File: src/sv/fbpc_pkg.sv
// shared types, field positions and request codes for the frustum culling block
// no dependencies
package fbpc_pkg;

    localparam int PLANE_COUNT = 6;
    localparam int COEF_W      = 14;
    localparam int COORD_W     = 22;
    localparam int PROD_W      = COEF_W + COORD_W;
    localparam int SUM_W       = 38;
    localparam int DIST_W      = 26;
    localparam int PLANE_W     = 64;
    localparam int ADDR_W      = 6;
    localparam int FRAC_SHIFT  = 12;

    localparam int A_LSB = 0;
    localparam int B_LSB = 14;
    localparam int C_LSB = 28;
    localparam int D_LSB = 42;

    typedef logic signed [COEF_W-1:0]  coef_t;
    typedef logic signed [COORD_W-1:0] coord_t;
    typedef logic signed [PROD_W-1:0]  prod_t;
    typedef logic signed [SUM_W-1:0]   sum_t;
    typedef logic signed [DIST_W-1:0]  dist_t;
    typedef logic [PLANE_W-1:0]        plane_word_t;

    typedef logic [1:0] req_t;
    localparam req_t REQ_BOX   = 2'd0;
    localparam req_t REQ_POINT = 2'd1;
    localparam req_t REQ_PLANE = 2'd2;

    typedef logic [2:0] pidx_t;
    localparam pidx_t PIDX_TOP   = 3'd5;
    localparam pidx_t PIDX_COUNT = 3'd6;

    typedef struct packed {
        req_t  req;
        pidx_t pidx;
    } ctl_t;

    typedef struct packed {
        logic load_prod;
        logic load_sum;
    } mac_en_t;

    typedef struct packed {
        coord_t z;
        coord_t y;
        coord_t x;
    } point_t;

    // extremal coordinate along one axis for the box test, lo otherwise
    function automatic coord_t pick_coord(coord_t lo, coord_t hi, logic neg, logic box);
        logic hi_gt;
        hi_gt = hi > lo;
        if (!box) begin
            return lo;
        end else if (neg) begin
            return hi_gt ? lo : hi;
        end else begin
            return hi_gt ? hi : lo;
        end
    endfunction

endpackage

File: src/sv/fbpc_cfg.sv
// apb register file holding the six frustum planes
// depends on fbpc_pkg
module fbpc_cfg (
    input  logic                        aclk,
    input  logic                        aresetn,
    input  logic                        psel,
    input  logic                        penable,
    input  logic                        pwrite,
    input  logic [fbpc_pkg::ADDR_W-1:0] paddr,
    input  logic [63:0]                 pwdata,
    output logic [63:0]                 prdata,
    output logic                        pready,
    output fbpc_pkg::plane_word_t       planes [fbpc_pkg::PLANE_COUNT]
);

    fbpc_pkg::plane_word_t plane_reg [fbpc_pkg::PLANE_COUNT];
    fbpc_pkg::pidx_t       idx;
    logic                  hit;

    assign idx    = paddr[5:3];
    assign hit    = idx < fbpc_pkg::PIDX_COUNT;
    assign pready = 1'b1;

    always_ff @(posedge aclk) begin
        if (!aresetn) begin
            for (int i = 0; i < fbpc_pkg::PLANE_COUNT; i++) begin
                plane_reg[i] <= '0;
            end
        end else if (psel && penable && pwrite && hit) begin
            plane_reg[idx] <= pwdata;
        end
    end

    always_comb begin
        prdata = '0;
        if (hit) begin
            prdata = plane_reg[idx];
        end
    end

    always_comb begin
        for (int i = 0; i < fbpc_pkg::PLANE_COUNT; i++) begin
            planes[i] = plane_reg[i];
        end
    end

endmodule

File: config.mk
export PLATFORM = sky130hd
export DESIGN_NAME = fbpc_cfg
export DESIGN_NICKNAME = d
export VERILOG_FILES = /design/src/sv/fbpc_pkg.sv /design/src/sv/fbpc_cfg.sv
export SDC_FILE = /design/constraint.sdc
export NUM_CORES = 1
export LEC_CHECK = 0
export ABC_CLOCK_PERIOD_IN_PS = 6850
export BUFFER_PORTS_ARGS = -buffer_cell sky130_fd_sc_hd__buf_4
export CELL_PAD_IN_SITES_DETAIL_PLACEMENT = 0
export CELL_PAD_IN_SITES_GLOBAL_PLACEMENT = 2
export CORE_ASPECT_RATIO = 1.5
export CORE_MARGIN = 8
export CORE_UTILIZATION = 31
export CTS_BUF_LIST = sky130_fd_sc_hd__clkbuf_4 sky130_fd_sc_hd__clkbuf_8 sky130_fd_sc_hd__clkbuf_16
export DETAILED_ROUTE_END_ITERATION = 10
export PLACE_DENSITY = 0.81
export SYNTH_ARGS = -nofsm -noshare
export SYNTH_HDL_FRONTEND = slang
export SYNTH_SLANG_ARGS = --single-unit
File: constraint.sdc
create_clock -name aclk -period 6.85 [get_ports aclk]
set_input_delay 0.3425 -clock aclk [delete_from_list [all_inputs] [get_ports aclk]]
set_output_delay 0.3425 -clock aclk [all_outputs]
set_load 0.02 [all_outputs]
==> summary.md <==
| Metric | Value |
|---|---|
| Max Slew Vio Count | `0` |
| DRC | `0` |
| Worst VDD drop | `between 0.2 and 0.25 mV` |
| Slew Limit Headroom | `0.2559` |
| Synth top area cells | `edfxtp_1 66%, and2_1 14%, mux2i_1 7.4%, mux2_2 4.1%, o221ai_1 3.2%` |
| Buf/Inv on CP | `4` |
| Initial Util | `0.3126` |
| Largest net degree at the start of global routing | `66` |
| Post-route setup TNS | `0 ps` |
| Seq. cell area | `11530 sq um` |
| Antenna viol nets, final | `0` |
| Most frequent cells in the layout | `540 x buf_4, 384 x edfxtp_1, 377 x and2_1` |
| Fin cells | `2427` |
| Initial antenna violation count | `3` |
| Leakage dissipation | `9.373 nW` |
| First-pass DRT Iterations | `4` |
| # port buffers | `519` |
| Hold bufs inserted after CTS | `0` |
| Max reg flops | `384` |
| Core Box Area | `~56000 sq um` |
| Design Power | `5.857 mW` |
| Syn. warnings | `0` |
| Hold_ws | `108.9 ps` |
| Seq cells post-synth | `384` |
| Final Hold Viols | `0` |
| CTS root buf | `clkbuf_16` |
| WL/cell | `28.03 um` |
| Finish-stage setup viols | `0` |
| Crit-path max FO | `53` |
| Grt ovf | `0` |
| Postcts setup bufs | `0` |
| Multi-input logic area | `5518 sq um` |
| Routability congestion estimate | `between 0.8 and 0.9` |
| Final period utilization | `0.5788` |
| Top cell type's share of synthesized area | `0.6637` |
| Cell area after synthesis | `around 17000 sq um` |
| Post-synth net total | `about 1300` |
| Die Footprint | `64030 sq um` |
| Rows | `between 100 and 150` |
| Routed vias | `12030` |
| Worst path required time | `6510 ps` |
| Post-Synthesis Cells | `approximately 1200` |
| Num CTS Buffers | `38` |
| Die width | `209.3 um` |
| CTS resizes | `0` |
| Crit-path slowest cell | `buf_4` |
| WP data arrival | `3620 ps` |
| Power density over the cells | `between 200 and 300 nW/um^2` |
| CP top delay family | `buffers and inverters` |
| Crit Path Class | `in -> out` |
| Worst Tran Pin Value | `1113 ps` |
| First-pass GRT wire length | `around 95000 um` |
| Via count of the first global-routing pass | `13090` |
| Startpoint types | `primary input` |
| HPWL after DPL | `43300 um` |
| TritonCTS clock tree | `yes` |
| Via density | `4.958` |
| Seq/Total Area, Yosys | `0.6637` |
| Yosys cell types | `26` |
| Ports | `524` |
| Final net count | `around 1800` |
| Class of the worst hold path | `in -> reg` |
| Worst setup EP type | `primary output` |
| Total wire length | `roughly 68000 um` |
| Share of post-route cells with drive strength above 1 | `0.3971` |
| CP peak stage delay | `850 ps` |
| Gr usage total | `0.2033` |
| Worst hold stages | `2` |
| Status | `completed` |
| Critical path's most frequent cell | `buf_4` |
| Fmax | `252.2 MHz` |
| Tmin final | `3965 ps` |
| Critical Path Stages | `6` |
| Syn Area/Cell | `14.51 sq um` |
| Dpl cells | `2353` |
| CTS Sinks | `384` |
| Commonest non-fill, non-tap cell in the layout | `buf_4` |
| Crit path cell chain | `buf_6, buf_4, nand2b_4, buf_4, o221ai_1, buf_4` |
| Max clock buf depth | `3` |
| Iteration-0 DRC Markers | `slightly above 600` |
| Post-synth top area cell | `edfxtp_1` |
| Area grow syn2layout | `34.01%` |
| RSZ-0062 raised after global routing | `false` |
| Maximum capacitance violations | `0` |
| Clk slew on worst S/H paths | `70 ps` |
| H-tree levels | `2` |
| Die height | `305.9 um` |
| Layout fillers | `roughly 5200` |
cell usage after synthesis:
| master | number |
|---|---|
| a21oi_2 | 1 |
| and2_1 | 377 |
| and3_1 | 1 |
| and4_1 | 8 |
| and4b_1 | 1 |
| buf_1 | 2 |
| buf_2 | 33 |
| buf_4 | 8 |
| buf_6 | 5 |
| clkbuf_1 | 34 |
| clkbuf_2 | 5 |
| conb_1 | 1 |
| edfxtp_1 | 384 |
| inv_1 | 1 |
| mux2_2 | 64 |
| mux2i_1 | 128 |
| nand2_1 | 66 |
| nand2b_1 | 5 |
| nand3_1 | 1 |
| nand4_4 | 1 |
| nor2_1 | 1 |
| nor3_2 | 1 |
| nor4_2 | 1 |
| nor4b_2 | 2 |
| o221ai_1 | 64 |
| o31ai_1 | 2 |
stage by stage:
stage               cell area, sq um  worst slack [ps]  utilization
floorplan                      17370             428.2            -
global placement               22000              2799       0.3958
detailed placement             22000              2829       0.3958
CTS                            23270              2804       0.4187
global route                   23270              2774       0.4188
finish                         23280              2885       0.4189
layer usage:
layer	wire [um]	track usage	vias to the layer above
met3	4738	0.05127	120
met5	13	0	-
met1	25770	0.2239	6073
met2	34730	0.3672	473
li1	-	-	5365
met4	2778	0.08573	2
report_power, final:
part           internal, mW  switching [mW]
Clock                  1.24           0.919
Combinational         0.338           0.559
Sequential             2.72          0.0820
cell type report:
cell class                      count  share of cell area
Antenna cell                        5           0.0005374
Clock buffer                       49             0.04665
Clock inverter                     20            0.008008
Inverter                            1           0.0001612
Multi-Input combinational cell    725              0.2370
Sequential cell                   384              0.4953
Tap cell                          702             0.03773
Timing Repair Buffer              541              0.1746
path summary, 6_finish.rpt:
check              end      start
max         prdata[12]   paddr[4]
min    plane_reg[0][2]  pwdata[2]
cells by family (layout without fill, tap and decap cells):
kind of cell | Yosys count | in the layout | share of synthesized area
simple gates | 465 | 465 | 0.1615
flops | 384 | 384 | 0.6637
mux | 192 | 192 | 0.1152
buf+inv | 88 | 611 | 0.02564
compound gates | 67 | 67 | 0.03363
other cells | 1 | 6 | 0.0002159
(Power assumes the default switching activity.)
