--- config.mk ---
export PLATFORM = sky130hd
export DESIGN_NAME = fbpc_plane_mac
export DESIGN_NICKNAME = d
export VERILOG_FILES = /design/src/sv/fbpc_pkg.sv /design/src/sv/fbpc_plane_mac.sv
export SDC_FILE = /design/constraint.sdc
export NUM_CORES = 2
export LEC_CHECK = 0
export ABC_AREA = 1
export BUFFER_PORTS_ARGS = -buffer_cell sky130_fd_sc_hd__buf_2
export CORE_MARGIN = 1.5
export CORE_UTILIZATION = 45
export DETAILED_ROUTE_END_ITERATION = 8
export GPL_ROUTABILITY_DRIVEN = 0
export PLACE_DENSITY_LB_ADDON = 0.08
export SETUP_SLACK_MARGIN = 0.2
export SLEW_MARGIN = 20
export SYNTH_ARGS = -nofsm -noshare
export SYNTH_HDL_FRONTEND = slang
export SYNTH_SLANG_ARGS = --single-unit
--- constraint.sdc ---
create_clock -name aclk -period 6.9 [get_ports aclk]
set_clock_uncertainty 0.05 [all_clocks]
set_input_delay 1.035 -clock aclk [delete_from_list [all_inputs] [get_ports aclk]]
set_output_delay 1.035 -clock aclk [all_outputs]
set_load 0.02 [all_outputs]
--- src/sv/fbpc_pkg.sv ---
// shared types, field positions and request codes for the frustum culling block
// no dependencies
package fbpc_pkg;

    localparam int PLANE_COUNT = 6;
    localparam int COEF_W      = 14;
    localparam int COORD_W     = 22;
    localparam int PROD_W      = COEF_W + COORD_W;
    localparam int SUM_W       = 38;
    localparam int DIST_W      = 26;
    localparam int PLANE_W     = 64;
    localparam int ADDR_W      = 6;
    localparam int FRAC_SHIFT  = 12;

    localparam int A_LSB = 0;
    localparam int B_LSB = 14;
    localparam int C_LSB = 28;
    localparam int D_LSB = 42;

    typedef logic signed [COEF_W-1:0]  coef_t;
    typedef logic signed [COORD_W-1:0] coord_t;
    typedef logic signed [PROD_W-1:0]  prod_t;
    typedef logic signed [SUM_W-1:0]   sum_t;
    typedef logic signed [DIST_W-1:0]  dist_t;
    typedef logic [PLANE_W-1:0]        plane_word_t;

    typedef logic [1:0] req_t;
    localparam req_t REQ_BOX   = 2'd0;
    localparam req_t REQ_POINT = 2'd1;
    localparam req_t REQ_PLANE = 2'd2;

    typedef logic [2:0] pidx_t;
    localparam pidx_t PIDX_TOP   = 3'd5;
    localparam pidx_t PIDX_COUNT = 3'd6;

    typedef struct packed {
        req_t  req;
        pidx_t pidx;
    } ctl_t;

    typedef struct packed {
        logic load_prod;
        logic load_sum;
    } mac_en_t;

    typedef struct packed {
        coord_t z;
        coord_t y;
        coord_t x;
    } point_t;

    // extremal coordinate along one axis for the box test, lo otherwise
    function automatic coord_t pick_coord(coord_t lo, coord_t hi, logic neg, logic box);
        logic hi_gt;
        hi_gt = hi > lo;
        if (!box) begin
            return lo;
        end else if (neg) begin
            return hi_gt ? lo : hi;
        end else begin
            return hi_gt ? hi : lo;
        end
    endfunction

endpackage

--- src/sv/fbpc_plane_mac.sv ---
// one plane: three coefficient products, then exact sum with the offset
// depends on fbpc_pkg
module fbpc_plane_mac (
    input  logic                  aclk,
    input  fbpc_pkg::mac_en_t     en,
    input  fbpc_pkg::plane_word_t plane,
    input  fbpc_pkg::point_t      pt,
    output fbpc_pkg::sum_t        sum
);

    fbpc_pkg::coef_t  a;
    fbpc_pkg::coef_t  b;
    fbpc_pkg::coef_t  c;
    fbpc_pkg::coord_t d;

    fbpc_pkg::prod_t  px_reg;
    fbpc_pkg::prod_t  py_reg;
    fbpc_pkg::prod_t  pz_reg;
    fbpc_pkg::coord_t d_reg;
    fbpc_pkg::sum_t   sum_reg;
    fbpc_pkg::sum_t   sum_next;

    assign a = plane[fbpc_pkg::A_LSB +: fbpc_pkg::COEF_W];
    assign b = plane[fbpc_pkg::B_LSB +: fbpc_pkg::COEF_W];
    assign c = plane[fbpc_pkg::C_LSB +: fbpc_pkg::COEF_W];
    assign d = plane[fbpc_pkg::D_LSB +: fbpc_pkg::COORD_W];

    always_ff @(posedge aclk) begin
        if (en.load_prod) begin
            px_reg <= a * pt.x;
            py_reg <= b * pt.y;
            pz_reg <= c * pt.z;
            d_reg  <= d;
        end
    end

    assign sum_next = fbpc_pkg::SUM_W'(px_reg) + fbpc_pkg::SUM_W'(py_reg)
                    + fbpc_pkg::SUM_W'(pz_reg)
                    + (fbpc_pkg::SUM_W'(d_reg) <<< fbpc_pkg::FRAC_SHIFT);

    always_ff @(posedge aclk) begin
        if (en.load_sum) begin
            sum_reg <= sum_next;
        end
    end

    assign sum = sum_reg;

endmodule

==> metrics.md <==
| Metric | Value |
|---|---|
| Outcome | finished clean |
| Synth warnings | 0 |
| Slew HR | 40.5% |
| Library cells used by synthesis | 36 |
| Top Ports | 171 |
| Startpoint Class | primary input |
| Yosys top cell by area | fa_1 |
| Post-CTS Hold Buffers | 0 |
| CP Capture Type | register |
| Syn_area_per_cell | slightly below 8 um2 |
| Cell area after synthesis | ~45000 um2 |
| Hold Startpoint | plane[47] |
| Commonest cells after routing, fill and taps aside | 1666 x inv_1, 1644 x nand2_1, 935 x fa_1 |
| Clock root buffer | clkbuf_16 |
| Post-cts gate resize count | 0 |
| RSZ-0062 raised after global routing | no |
| DR vias/cell | 4.81 |
| Multi-input gate area | 32900 um2 |
| Placed cell areas | 47000 um2 |
| Routed Antenna Nets | 0 |
| Final Cycle Share | just over 90% |
| Routed WL per cell | 16.1 um |
| Initial antenna violation count | 6 |
| Final core utilization | 48.2% |
| DR iter-0 viols | 2021 |
| Crit path required time | 7060 ps |
| Remaining global-route overflow | 0 |
| Area share of the largest cell type after synthesis | 41.8% |
| Met3 usage | 2.23% |
| Max reg flops | 38 |
| Top FF cell, synth | edfxtp_1 |
| Critical path startpoint | plane[16] |
| Clock transition at path regs | around 70 ps |
| Tot GR Track Use | 23.4% |
| CTS tree | yes |
| Full die area | 101000 um2 |
| Sequential-to-total area share from yosys stat | 11.3% |
| Share of cells above drive strength 1 | between 5 and 6% |
| # rows | 115 |
| Later-pin clock latency in the skew report | approximately 450 ps |
| Ys async rst share | 0% |
| Die height | approximately 320 um |
| DP Wirelength | 99.2 mm |
| Most Crowded Layer GR | met2 |
| FF/Latch Area | 5040 um2 |
| Routed vias | 33800 |
| Drc violations | 0 |
| Nets | 7075 |
| Reg-to-Reg Start | py_reg[1] |
| Final setup vio count | 0 |
| Worst slew pin tran | 892 ps |
| Initial cell density of the core | 45.4% |
| PortBufs | 170 |
| Die width | 318 um |
| Crit path kind | primary input to register |
| Drt total wl | 113 mm |
| Synthesized flop and latch total | 168 |
| # clock sinks | about 170 |
| Area growth, synth to finish | 6.16% |
| Highest clock rate | 157 MHz |
| Final Max Tran Viols | 0 |
| CP Data Arrival Time | 6520 ps |
| Post-route cell area | 47600 um2 |
| Most common cell after layout, fill and taps aside | inv_1 |
| Final Hold Fails | 0 |
| Num CTS Buffers | 17 |
| Top post-synthesis cells by area | fa_1 42%, inv_1 14%, nand2_1 14% |
| Cells after Synth | roughly 5600 |
| Crit path max fanout | 14 |
| Vias in the first global route | 34900 |
| DRT Pass-1 Iters | 8 |
| Max Cap Viol | 0 |
| Fill cells | 9870 |
| H-tree levels | 4 |
| Clock Path Buffers | 2 |
| Largest net degree at the start of global routing | 91 |
| Met2 Track Usage GR | 39.0% |
| First-pass GRT wire length | ~190 mm |
| Met1 Track Usage GR | 33.9% |
| Total negative slack | 0 ps |
| Min Tclk post-route | approximately 6400 ps |
| Hold Crit Class | primary input to register |
| Count of flip-flops with a built-in enable after synthesis | 168 |
| Post-CTS Setup Repair Bufs | 0 |
| Core Area | 98600 um2 |
| WHS | 706 ps |
| Post-synth net total | 7001 |
critical path, stage by stage:
cell and delay [ps]:
buf_2 290, nand2_1 180, fa_1 560, inv_1 70
fa_1 560, buf_4 210, fa_1 470, inv_1 50
fa_1 550, fa_1 430, fa_1 510, inv_1 40
ha_1 410, nand2_1 120, nor2_1 220, inv_1 140
nor4_1 250, nand2_1 210, nand3_1 120, nand2_1 50
path summary, 6_finish.rpt:
kind         slack [ps]  cells past startpoint         end
max                 550                     20  py_reg[31]
max reg2reg        3460                     14     sum[20]
min                 710                      1    d_reg[5]
min reg2reg         710                      2      sum[1]
cells in the mapped netlist (all sizes together), types with 15 or more instances:
| library cell | number |
|---|---|
| nor2 | 229 |
| xor2 | 73 |
| ha | 295 |
| a21oi | 122 |
| o21bai | 21 |
| xnor2 | 15 |
| fa | 935 |
| nand3 | 115 |
| edfxtp | 168 |
| nand2 | 1686 |
| nor3 | 24 |
| o21ai | 51 |
| inv | 1674 |
| clkbuf | 150 |
| or2 | 15 |
| nand4 | 31 |
cell type report:
type                    count  area share, %
diodes                      3         0.0158
clock buffers              18          0.902
clock inverters            14          0.332
inverters                1674           13.2
multi-input cells        3646           69.2
flip-flops and latches    168           10.6
well taps                1287           3.39
repair buffers            205           2.35
per-layer routing:
layer | part of all wire, % | wire length, um | vias to the layer above
met5 | 0.036 | 41 | -
met4 | 1.2 | 1330 | 6
met3 | 5.0 | 5650 | 72
met2 | 47 | 53500 | 703
met1 | 47 | 52600 | 16800
li1 | - | - | 16200
through the flow:
| step | setup slack, ps | cells |
|---|---|---|
| 6_report | 545 | 7015 |
| 5_1_grt | 254 | 7013 |
| 4_1_cts | 627 | 7012 |
| 3_5_place_dp | 152 | 6980 |
| 3_3_place_gp | 101 | 6980 |
| 2_1_floorplan | 596 | 5638 |
kinds of logic after synthesis:
kind of cell | Yosys count | share of synthesized area (%)
AO/OA/AOI/OAI | 209 | 2.58
XOR/XNOR | 88 | 1.72
adder cells (fa/ha/maj) | 1230 | 50.0
buffers and inverters | 1824 | 15.3
flip-flops | 168 | 11.3
AND/OR/NAND/NOR | 2119 | 19.1
Power is not shown: default switching activity piles up to over one toggle a cycle in this logic, so the estimate is an artifact.
