[src/sv/fbpc_pkg.sv]
// shared types, field positions and request codes for the frustum culling block
// no dependencies
package fbpc_pkg;

    localparam int PLANE_COUNT = 6;
    localparam int COEF_W      = 14;
    localparam int COORD_W     = 22;
    localparam int PROD_W      = COEF_W + COORD_W;
    localparam int SUM_W       = 38;
    localparam int DIST_W      = 26;
    localparam int PLANE_W     = 64;
    localparam int ADDR_W      = 6;
    localparam int FRAC_SHIFT  = 12;

    localparam int A_LSB = 0;
    localparam int B_LSB = 14;
    localparam int C_LSB = 28;
    localparam int D_LSB = 42;

    typedef logic signed [COEF_W-1:0]  coef_t;
    typedef logic signed [COORD_W-1:0] coord_t;
    typedef logic signed [PROD_W-1:0]  prod_t;
    typedef logic signed [SUM_W-1:0]   sum_t;
    typedef logic signed [DIST_W-1:0]  dist_t;
    typedef logic [PLANE_W-1:0]        plane_word_t;

    typedef logic [1:0] req_t;
    localparam req_t REQ_BOX   = 2'd0;
    localparam req_t REQ_POINT = 2'd1;
    localparam req_t REQ_PLANE = 2'd2;

    typedef logic [2:0] pidx_t;
    localparam pidx_t PIDX_TOP   = 3'd5;
    localparam pidx_t PIDX_COUNT = 3'd6;

    typedef struct packed {
        req_t  req;
        pidx_t pidx;
    } ctl_t;

    typedef struct packed {
        logic load_prod;
        logic load_sum;
    } mac_en_t;

    typedef struct packed {
        coord_t z;
        coord_t y;
        coord_t x;
    } point_t;

    // extremal coordinate along one axis for the box test, lo otherwise
    function automatic coord_t pick_coord(coord_t lo, coord_t hi, logic neg, logic box);
        logic hi_gt;
        hi_gt = hi > lo;
        if (!box) begin
            return lo;
        end else if (neg) begin
            return hi_gt ? lo : hi;
        end else begin
            return hi_gt ? hi : lo;
        end
    endfunction

endpackage

[src/sv/fbpc_result.sv]
// output stage: plane votes, distance rounding and the result register
// depends on fbpc_pkg
module fbpc_result (
    input  logic                  aclk,
    input  logic                  aresetn,
    input  logic                  load,
    input  logic                  in_valid,
    input  fbpc_pkg::ctl_t        ctl,
    input  fbpc_pkg::sum_t        sums [fbpc_pkg::PLANE_COUNT],
    output logic                  out_valid,
    output logic                  is_visible,
    output fbpc_pkg::dist_t       plane_distance
);

    logic [fbpc_pkg::PLANE_COUNT-1:0] pos;
    fbpc_pkg::sum_t                   sel;
    logic signed [fbpc_pkg::SUM_W:0]  rnd;
    logic                             valid_reg;
    logic                             vis_reg;
    logic                             vis_next;
    fbpc_pkg::dist_t                  dist_reg;
    fbpc_pkg::dist_t                  dist_next;

    always_comb begin
        for (int i = 0; i < fbpc_pkg::PLANE_COUNT; i++) begin
            pos[i] = !sums[i][fbpc_pkg::SUM_W-1] && (sums[i] != '0);
        end
    end

    assign sel = sums[ctl.pidx];
    assign rnd = {sel[fbpc_pkg::SUM_W-1], sel} + (fbpc_pkg::SUM_W+1)'(2048);

    always_comb begin
        vis_next  = 1'b0;
        dist_next = '0;
        unique case (ctl.req)
            fbpc_pkg::REQ_BOX,
            fbpc_pkg::REQ_POINT: begin
                vis_next = &pos;
            end
            fbpc_pkg::REQ_PLANE: begin
                vis_next  = pos[ctl.pidx];
                dist_next = rnd[fbpc_pkg::SUM_W-1:fbpc_pkg::FRAC_SHIFT];
            end
            default: begin
                vis_next  = 1'b0;
                dist_next = '0;
            end
        endcase
    end

    always_ff @(posedge aclk) begin
        if (!aresetn) begin
            valid_reg <= 1'b0;
        end else if (load) begin
            valid_reg <= in_valid;
        end
    end

    always_ff @(posedge aclk) begin
        if (load) begin
            vis_reg  <= vis_next;
            dist_reg <= dist_next;
        end
    end

    assign out_valid      = valid_reg;
    assign is_visible     = vis_reg;
    assign plane_distance = dist_reg;

endmodule

[config.mk]
export PLATFORM = sky130hd
export DESIGN_NAME = fbpc_result
export DESIGN_NICKNAME = d
export VERILOG_FILES = /design/src/sv/fbpc_pkg.sv /design/src/sv/fbpc_result.sv
export SDC_FILE = /design/constraint.sdc
export NUM_CORES = 1
export LEC_CHECK = 0
export BUFFER_PORTS_ARGS = -buffer_cell sky130_fd_sc_hd__clkbuf_2
export CORE_ASPECT_RATIO = 0.5
export CORE_MARGIN = 4
export CORE_UTILIZATION = 38
export DETAILED_ROUTE_END_ITERATION = 10
export GPL_TIMING_DRIVEN = 0
export HOLD_SLACK_MARGIN = 0.05
export MAX_ROUTING_LAYER = met4
export PLACE_DENSITY = 0.75
export SLEW_MARGIN = 20
export SYNTH_ARGS = -nofsm -noshare
export SYNTH_HDL_FRONTEND = slang
export SYNTH_SLANG_ARGS = --single-unit
[constraint.sdc]
create_clock -name aclk -period 3 [get_ports aclk]
set_input_delay 0.15 -clock aclk [delete_from_list [all_inputs] [get_ports aclk]]
set_output_delay 0.15 -clock aclk [all_outputs]
set_load 0.005 [all_outputs]
==> results of run 1 <==
cell usage in the layout (no fill, tap or decap), types with 14 or more instances in the layout:
cell type / synthesis / routed
a21oi_1: 15 / 15
clkbuf_2: 0 / 265
edfxtp_1: 27 / 27
mux2i_1: 37 / 37
mux4_1: 14 / 14
nand2_1: 16 / 16
nand4_1: 18 / 18
nor2_1: 48 / 48
nor3_1: 22 / 22
nor4_1: 52 / 52
worst register-to-register path: cells and delay by family, from the launching register on:
kind	cells	cell delay, ns
and+or+nand+nor	1	0.07
DFF	1	0.31
muxes	1	0.12
path summary, 6_finish.rpt:
path                                 from            endpoint  depth (start not counted)
worst max-delay path               ctl[0]  plane_distance[20]                         11
worst min-delay path              aresetn           out_valid                          2
worst max register to register  out_valid           out_valid                          2
worst min register to register  out_valid           out_valid                          2
state kept, by name (all words and copies together), names as in the netlist:
name	count
plane_distance	26
is_visible	1
out_valid	1
layout make-up:
type / instances / area [um2] / share of cell area [%]
Buffer: 20 / 164 / 3.13
Clock buffer: 3 / 75.1 / 1.43
Clock inverter: 1 / 3.75 / 0.0717
Inverter: 4 / 16.3 / 0.311
Multi-Input combinational cell: 334 / 2660 / 50.7
Sequential cell: 28 / 831 / 15.9
Tap cell: 117 / 146 / 2.80
Timing Repair Buffer: 267 / 1350 / 25.7
power groups by stage:
stage | Clock [uW] | Combinational [uW] | Sequential, uW
2_1_floorplan | 0 | 276 | 481
3_3_place_gp | 0 | 586 | 476
3_5_place_dp | 0 | 591 | 477
4_1_cts | 303 | 598 | 468
5_1_grt | 319 | 655 | 472
6_report | 299 | 615 | 468
cell families after synthesis:
logic type / Yosys count / share of synthesized area (%)
AND/OR/NAND/NOR: 193 / 30.1
AO/OA/AOI/OAI: 62 / 12.5
multiplexers: 62 / 25.4
flip-flops: 28 / 22.9
buffers and inverters: 24 / 4.87
XOR/XNOR: 16 / 3.87
adder cells (fa/ha/maj): 1 / 0.345
through the flow:
stage | setup TNS, ns | power, uW | setup slack, ns
global placement | -4.20 | 1060 | -0.649
global route | 0 | 1450 | 0.0638
CTS | 0 | 1370 | 0.0000135
floorplan | 0 | 757 | 0.170
detailed placement | -4.23 | 1070 | -0.633
finish | 0 | 1380 | 0.171
metal layers:
metal | GRT usage [%] | wire length, um
met1 | 39.4 | 7250
met2 | 42.9 | 7450
met3 | 3.12 | 1360
met4 | 4.13 | 159
met5 | - | 0
timing repair:
action	CTS	global route
buffers inserted	0	4
resized for setup	6	5
endpoints found under the setup margin	9	8
pin swaps	0	3
hold endpoints to repair	0	0
==> metrics.csv, run 1 <==
stage;metric;value;unit
drt;Residual DRC;0;
setup_path;Largest delay share family, worst path;simple AND/OR/NAND/NOR gates;
layout;share of cells above drive strength 1;47.8;%
drt;Wirelength per Cell;21.0;um
clock_tree;Num CTS Buffers;3;
clock_tree;Clk Latency, worst-skew pair;0.26;ns
clock_tree;Reg clk slew, reported paths;0.07;ns
global_routing;Tot GR Track Use;27.5;%
clock_tree;CTS H-Tree Depth;1;
clock_tree;maximum root-to-sink buffer count;2;
layout;layout net count;896;
placed_design;Placed Area;5080;um2
setup_path;worst-path fanout max;10;
clock_tree;# hold bufs at CTS;0;
pwr;Leak;0.00239;uW
floorplan;Die X;146;um
timing;clock skew;0;ns
yosys;Warnings, synthesis;0;
yosys;Mapped Area;3620;um2
clock_tree;root buffer cell;clkbuf_16;
floorplan;IO Pins;265;
floorplan;Initial Util;40.3;%
timing;Rel. slew slack;40.8;%
timing;max-slew violations;0;
floorplan;total core area;8980;um2
timing;Fmax achieved;353;MHz
yosys;syn nets;624;
layout;area delta synth->final;44.6;%
yosys;Post-synth EDFFs;27;
setup_path;CP Cell Sequence;clkbuf_2 > buf_6 > buf_12 > buf_12 > nand3b_1 > a21oi_1 > o22ai_2 > nor4_4 > nand3_2 > or4_1 > and3_1;
run_status;status;finished clean;
floorplan;Die H;77.0;um
pwr;combinational power share;44.5;%
setup_path;CP startpoint kind;primary input;
yosys;most numerous cell in the Yosys netlist;nor4_1;
placed_design;placed insts;766;
setup_path;number of buffers and inverters on the critical path;4;
floorplan;DIE AREA;11300;um2
placed_design;Detailed Place HPWL;14200;um
pwr;Clk pwr share;21.6;%
global_routing;first-pass GRT wire length;23800;um
setup_path;reg-to-reg slack, setup;2.40;ns
layout;final cell utilization of the core;58.3;%
global_routing;grt ovf;0;
setup_path;crit path DAT;2.84;ns
flow_run;MaxCap Viol Count;0;
layout;final instance area;5240;um2
layout;Ant. Diodes;0;
timing;RSZ-0062 raised after global routing;no;
yosys;Main synth FF type;edfxtp_1;
drt;drt pass-1 iters;5;
layout;final cell count without fillers;774;
timing;Period minus WS final;2.83;ns
min_path;Hold Crit Class;in2reg;
drt;ANT nets after route;0;
pwr;Max VDD drop;0.236;mV
pwr;Int Power;926;uW
yosys;fraction of registers with async set/reset;0;%
yosys;Post-synth top cells;nor4_1, nor2_1, mux2i_1;
global_routing;vias in the first global route;4444;
global_routing;initial antenna violation count;0;
placed_design;GP Congestion;0.966;
yosys;share of the synthesized area in the top cell type;22.4;%
pwr;Switching Share;33.0;%
yosys;Synth Instances;386;
setup_path;Crit-path slowest cell;or4_1;
setup_path;crit path kind;in2reg;
timing;Slew @ Worst Pin;0.887;ns
setup_path;Critical Path RT;3.01;ns
timing;Hold Fails Final Rpt;0;
yosys;register bit total from synthesis;28;
drt;DR iter-0 viols;390;
timing;Hold Slack;0.110;ns
floorplan;FP Rows;24;
clock_tree;CTS tree;built;
yosys;top cell type by total area after synthesis;edfxtp_1;
drt;aggregate routed wire length;16200;um
drt;DR vias;4608;
pwr;PwrDens;264;nW/um2
yosys;top post-synthesis cells by area;edfxtp_1, mux2i_1, mux4_1, nor4_1, nor2_1;
clock_tree;# clock sinks;28;
layout;Fillers;851;
timing;crit share post-route;94.3;%
yosys;register area share after synthesis;22.9;%
yosys;Syn Area/Cell;9.38;um2
setup_path;crit-path most repeated cell;buf_12;
pwr;NetSw;456;uW
yosys;Synth cell types;66;
setup_path;Critical Path Max Stage Delay;0.54;ns
global_routing;largest net degree at the start of global routing;29;
timing;final setup fails;0;
drt;vias per cell;5.95;
pwr;power share of the sequential group;33.9;%
setup_path;Worst Setup End Kind;register;
placed_design;I/O Buffers;263;
Note: power is estimated with default switching activity, not from simulation.
==> inputs of run 2 (changes only) <==
Settings changed: CORE_UTILIZATION 38 to 45, PLACE_DENSITY 0.75 to unset, PLACE_DENSITY_LB_ADDON set to 0.3.
Clock period 3 ns to 3.5 ns, I/O delays scaled along.
==> metrics.csv, run 2 (synthesis results as in run 1) <==
stage;metric;value;unit;change
run_status;status;finished clean;;
clock_tree;Num CTS Buffers;3;;unchanged
clock_tree;Clk Latency, worst-skew pair;0.26;ns;about the same
floorplan;IO Pins;265;;unchanged
setup_path;worst-path fanout max;10;;unchanged
setup_path;Crit-path slowest cell;nor4_4;;
timing;RSZ-0062 raised after global routing;no;;
layout;final instance area;5180;um2;-1.1%
global_routing;vias in the first global route;4409;;-0.79%
clock_tree;# clock sinks;28;;unchanged
timing;final setup margin;0.353;ns;+0.182 ns
layout;most frequent cells in the layout;clkbuf_2, nor4_1, nor2_1;;
layout;Fillers;632;;-26%
setup_path;RR Startpoint;out_valid;;
floorplan;FP Rows;22;;-8.3%
layout;share of cells above drive strength 1;47.0;%;-0.78 points
flow_run;MaxCap Viol Count;0;;unchanged
drt;aggregate routed wire length;15800;um;-2.8%
setup_path;crit path kind;in2reg;;
floorplan;Die X;135;um;-7.7%
timing;Period minus WS final;3.15;ns;
layout;area delta synth->final;42.9;%;
min_path;min-delay src;aresetn;;
setup_path;crit path DAT;3.15;ns;+0.31 ns
pwr;Max VDD drop;0.189;mV;-20%
drt;Residual DRC;0;;unchanged
placed_design;Placed Area;5070;um2;-0.22%
setup_path;Setup crit start;ctl[2];;
global_routing;largest net degree at the start of global routing;29;;unchanged
setup_path;Critical Path Max Stage Delay;0.44;ns;-0.10 ns
drt;Wirelength per Cell;20.7;um;-1.1%
setup_path;Worst Setup End Kind;register;;
setup_path;CP Cell Sequence;buf_2 > clkinvlp_4 > clkbuf_1 > clkbuf_2 > o31ai_2 > ha_1 > o21ai_1 > nor4_4 > nand3_1 > nor4_1 > nor3_1;;
floorplan;Die H;71.4;um;-7.3%
timing;Slew @ Worst Pin;1.05;ns;+0.164 ns
floorplan;DIE AREA;9640;um2;-14%
timing;Rel. slew slack;29.7;%;-11 points
drt;vias per cell;6.02;;+1.1%
global_routing;grt ovf;0;;unchanged
placed_design;pre-CTS WS;-0.255;ns;+0.378 ns
setup_path;CP startpoint kind;primary input;;
min_path;Hold Crit Class;in2reg;;
clock_tree;CTS H-Tree Depth;1;;unchanged
drt;drt pass-1 iters;6;;+1
pwr;Leak;0.00234;uW;-1.9%
layout;Ant. Diodes;0;;unchanged
layout;layout net count;892;;-0.45%
setup_path;Critical Path RT;3.50;ns;+0.49 ns
drt;ANT nets after route;0;;unchanged
global_routing;Tot GR Track Use;32.4;%;+4.9 points
placed_design;I/O Buffers;263;;unchanged
floorplan;total core area;7570;um2;-16%
timing;crit share post-route;89.9;%;
clock_tree;maximum root-to-sink buffer count;2;;unchanged
global_routing;first-pass GRT wire length;23500;um;-1.6%
drt;DR vias;4582;;-0.56%
clock_tree;Reg clk slew, reported paths;0.06;ns;about the same
timing;clock skew;0;ns;unchanged
layout;max reg flops;26;;unchanged
placed_design;Detailed Place HPWL;13900;um;-2.1%
timing;Fmax achieved;318;MHz;
clock_tree;CTS tree;built;;
clock_tree;root buffer cell;clkbuf_16;;
pwr;PwrDens;227;nW/um2;-14%
layout;commonest non-fill, non-tap cell in the layout;clkbuf_2;;
floorplan;Initial Util;47.9;%;+7.5 points
placed_design;GP Congestion;1.10;;+13%
drt;DR iter-0 viols;477;;+22%
timing;final setup fails;0;;unchanged
timing;Hold Fails Final Rpt;0;;unchanged
global_routing;initial antenna violation count;0;;unchanged
clock_tree;# hold bufs at CTS;0;;unchanged
timing;max-slew violations;0;;unchanged
[run 2: cell types whose count changed in the layout (fill, tap and decap cells not counted)]
cell        delta
o21ai_1        +1
nor4b_4        -1
clkinv_2       -1
o21ai_2        -1
clkinvlp_4     +1
clkbuf_1       +1
o32ai_2        -1
buf_4          -4
o32ai_1        +1
nor4b_2        +1
clkbuf_2       -1
[run 2: path summary, 6_finish.rpt]
| kind | endpoint | slack (ns) | cells after the start |
|---|---|---|---|
| setup / recovery | plane_distance[25] | 0.35 | 11 |
| hold / removal | out_valid | 0.16 | 2 |
| hold reg to reg | out_valid | 0.55 | 2 |
| setup reg to reg | out_valid | 2.88 | 2 |
[run 2: per-stage QoR]
stage               cells  hold WS [ns]  total power, uW  utilization (%)  setup TNS [ns]
floorplan             386         0.287              649                -               0
global placement      757         0.394              910             67.0          -0.643
detailed placement    757         0.441              913             67.0          -0.804
CTS                   761         0.168             1170             68.1               0
global route          761         0.175             1240             68.4               0
finish                761         0.160             1180             68.4               0
[run 2: timing repair]
| item | 4_1_cts | 5_1_grt |
|---|---|---|
| pin swaps | 0 | 0 |
| buffers inserted | 0 | 0 |
| endpoints found under the setup margin | 1 | 8 |
| gates resized for setup | 1 | 6 |
[run 2: final cells by class]
type	count	area, um2	share of cell area (%)
multi-input cells	334	2640	50.9
repair buffers	263	1320	25.4
flip-flops and latches	28	831	16.0
plain buffers	20	163	3.14
well taps	108	135	2.61
clock buffers	3	75.1	1.45
inverters	4	18.8	0.362
clock inverters	1	3.75	0.0725
[run 2: routing by layer]
metal  wire length [um]  global-route usage [%]  vias up
met5                  0                       -        -
met4                186                    5.42        0
met3               2020                    8.06       24
met2               7070                    48.5      301
met1               6500                    45.2     2130
li1                   -                       -     2127
[run 2: critical path, delay by kind of cell]
kind	cells	cell delay [ns]
buf+inv	4	1.09
fa+ha+maj	1	0.24
compound gates	2	0.57
simple gates	4	1.06
[run 2: power breakdown]
part	leakage, uW	internal, uW	total, uW	switching (uW)
clock network	0.0000385	153	250	96.9
registers	0.000266	395	401	5.87
logic	0.00204	245	526	281
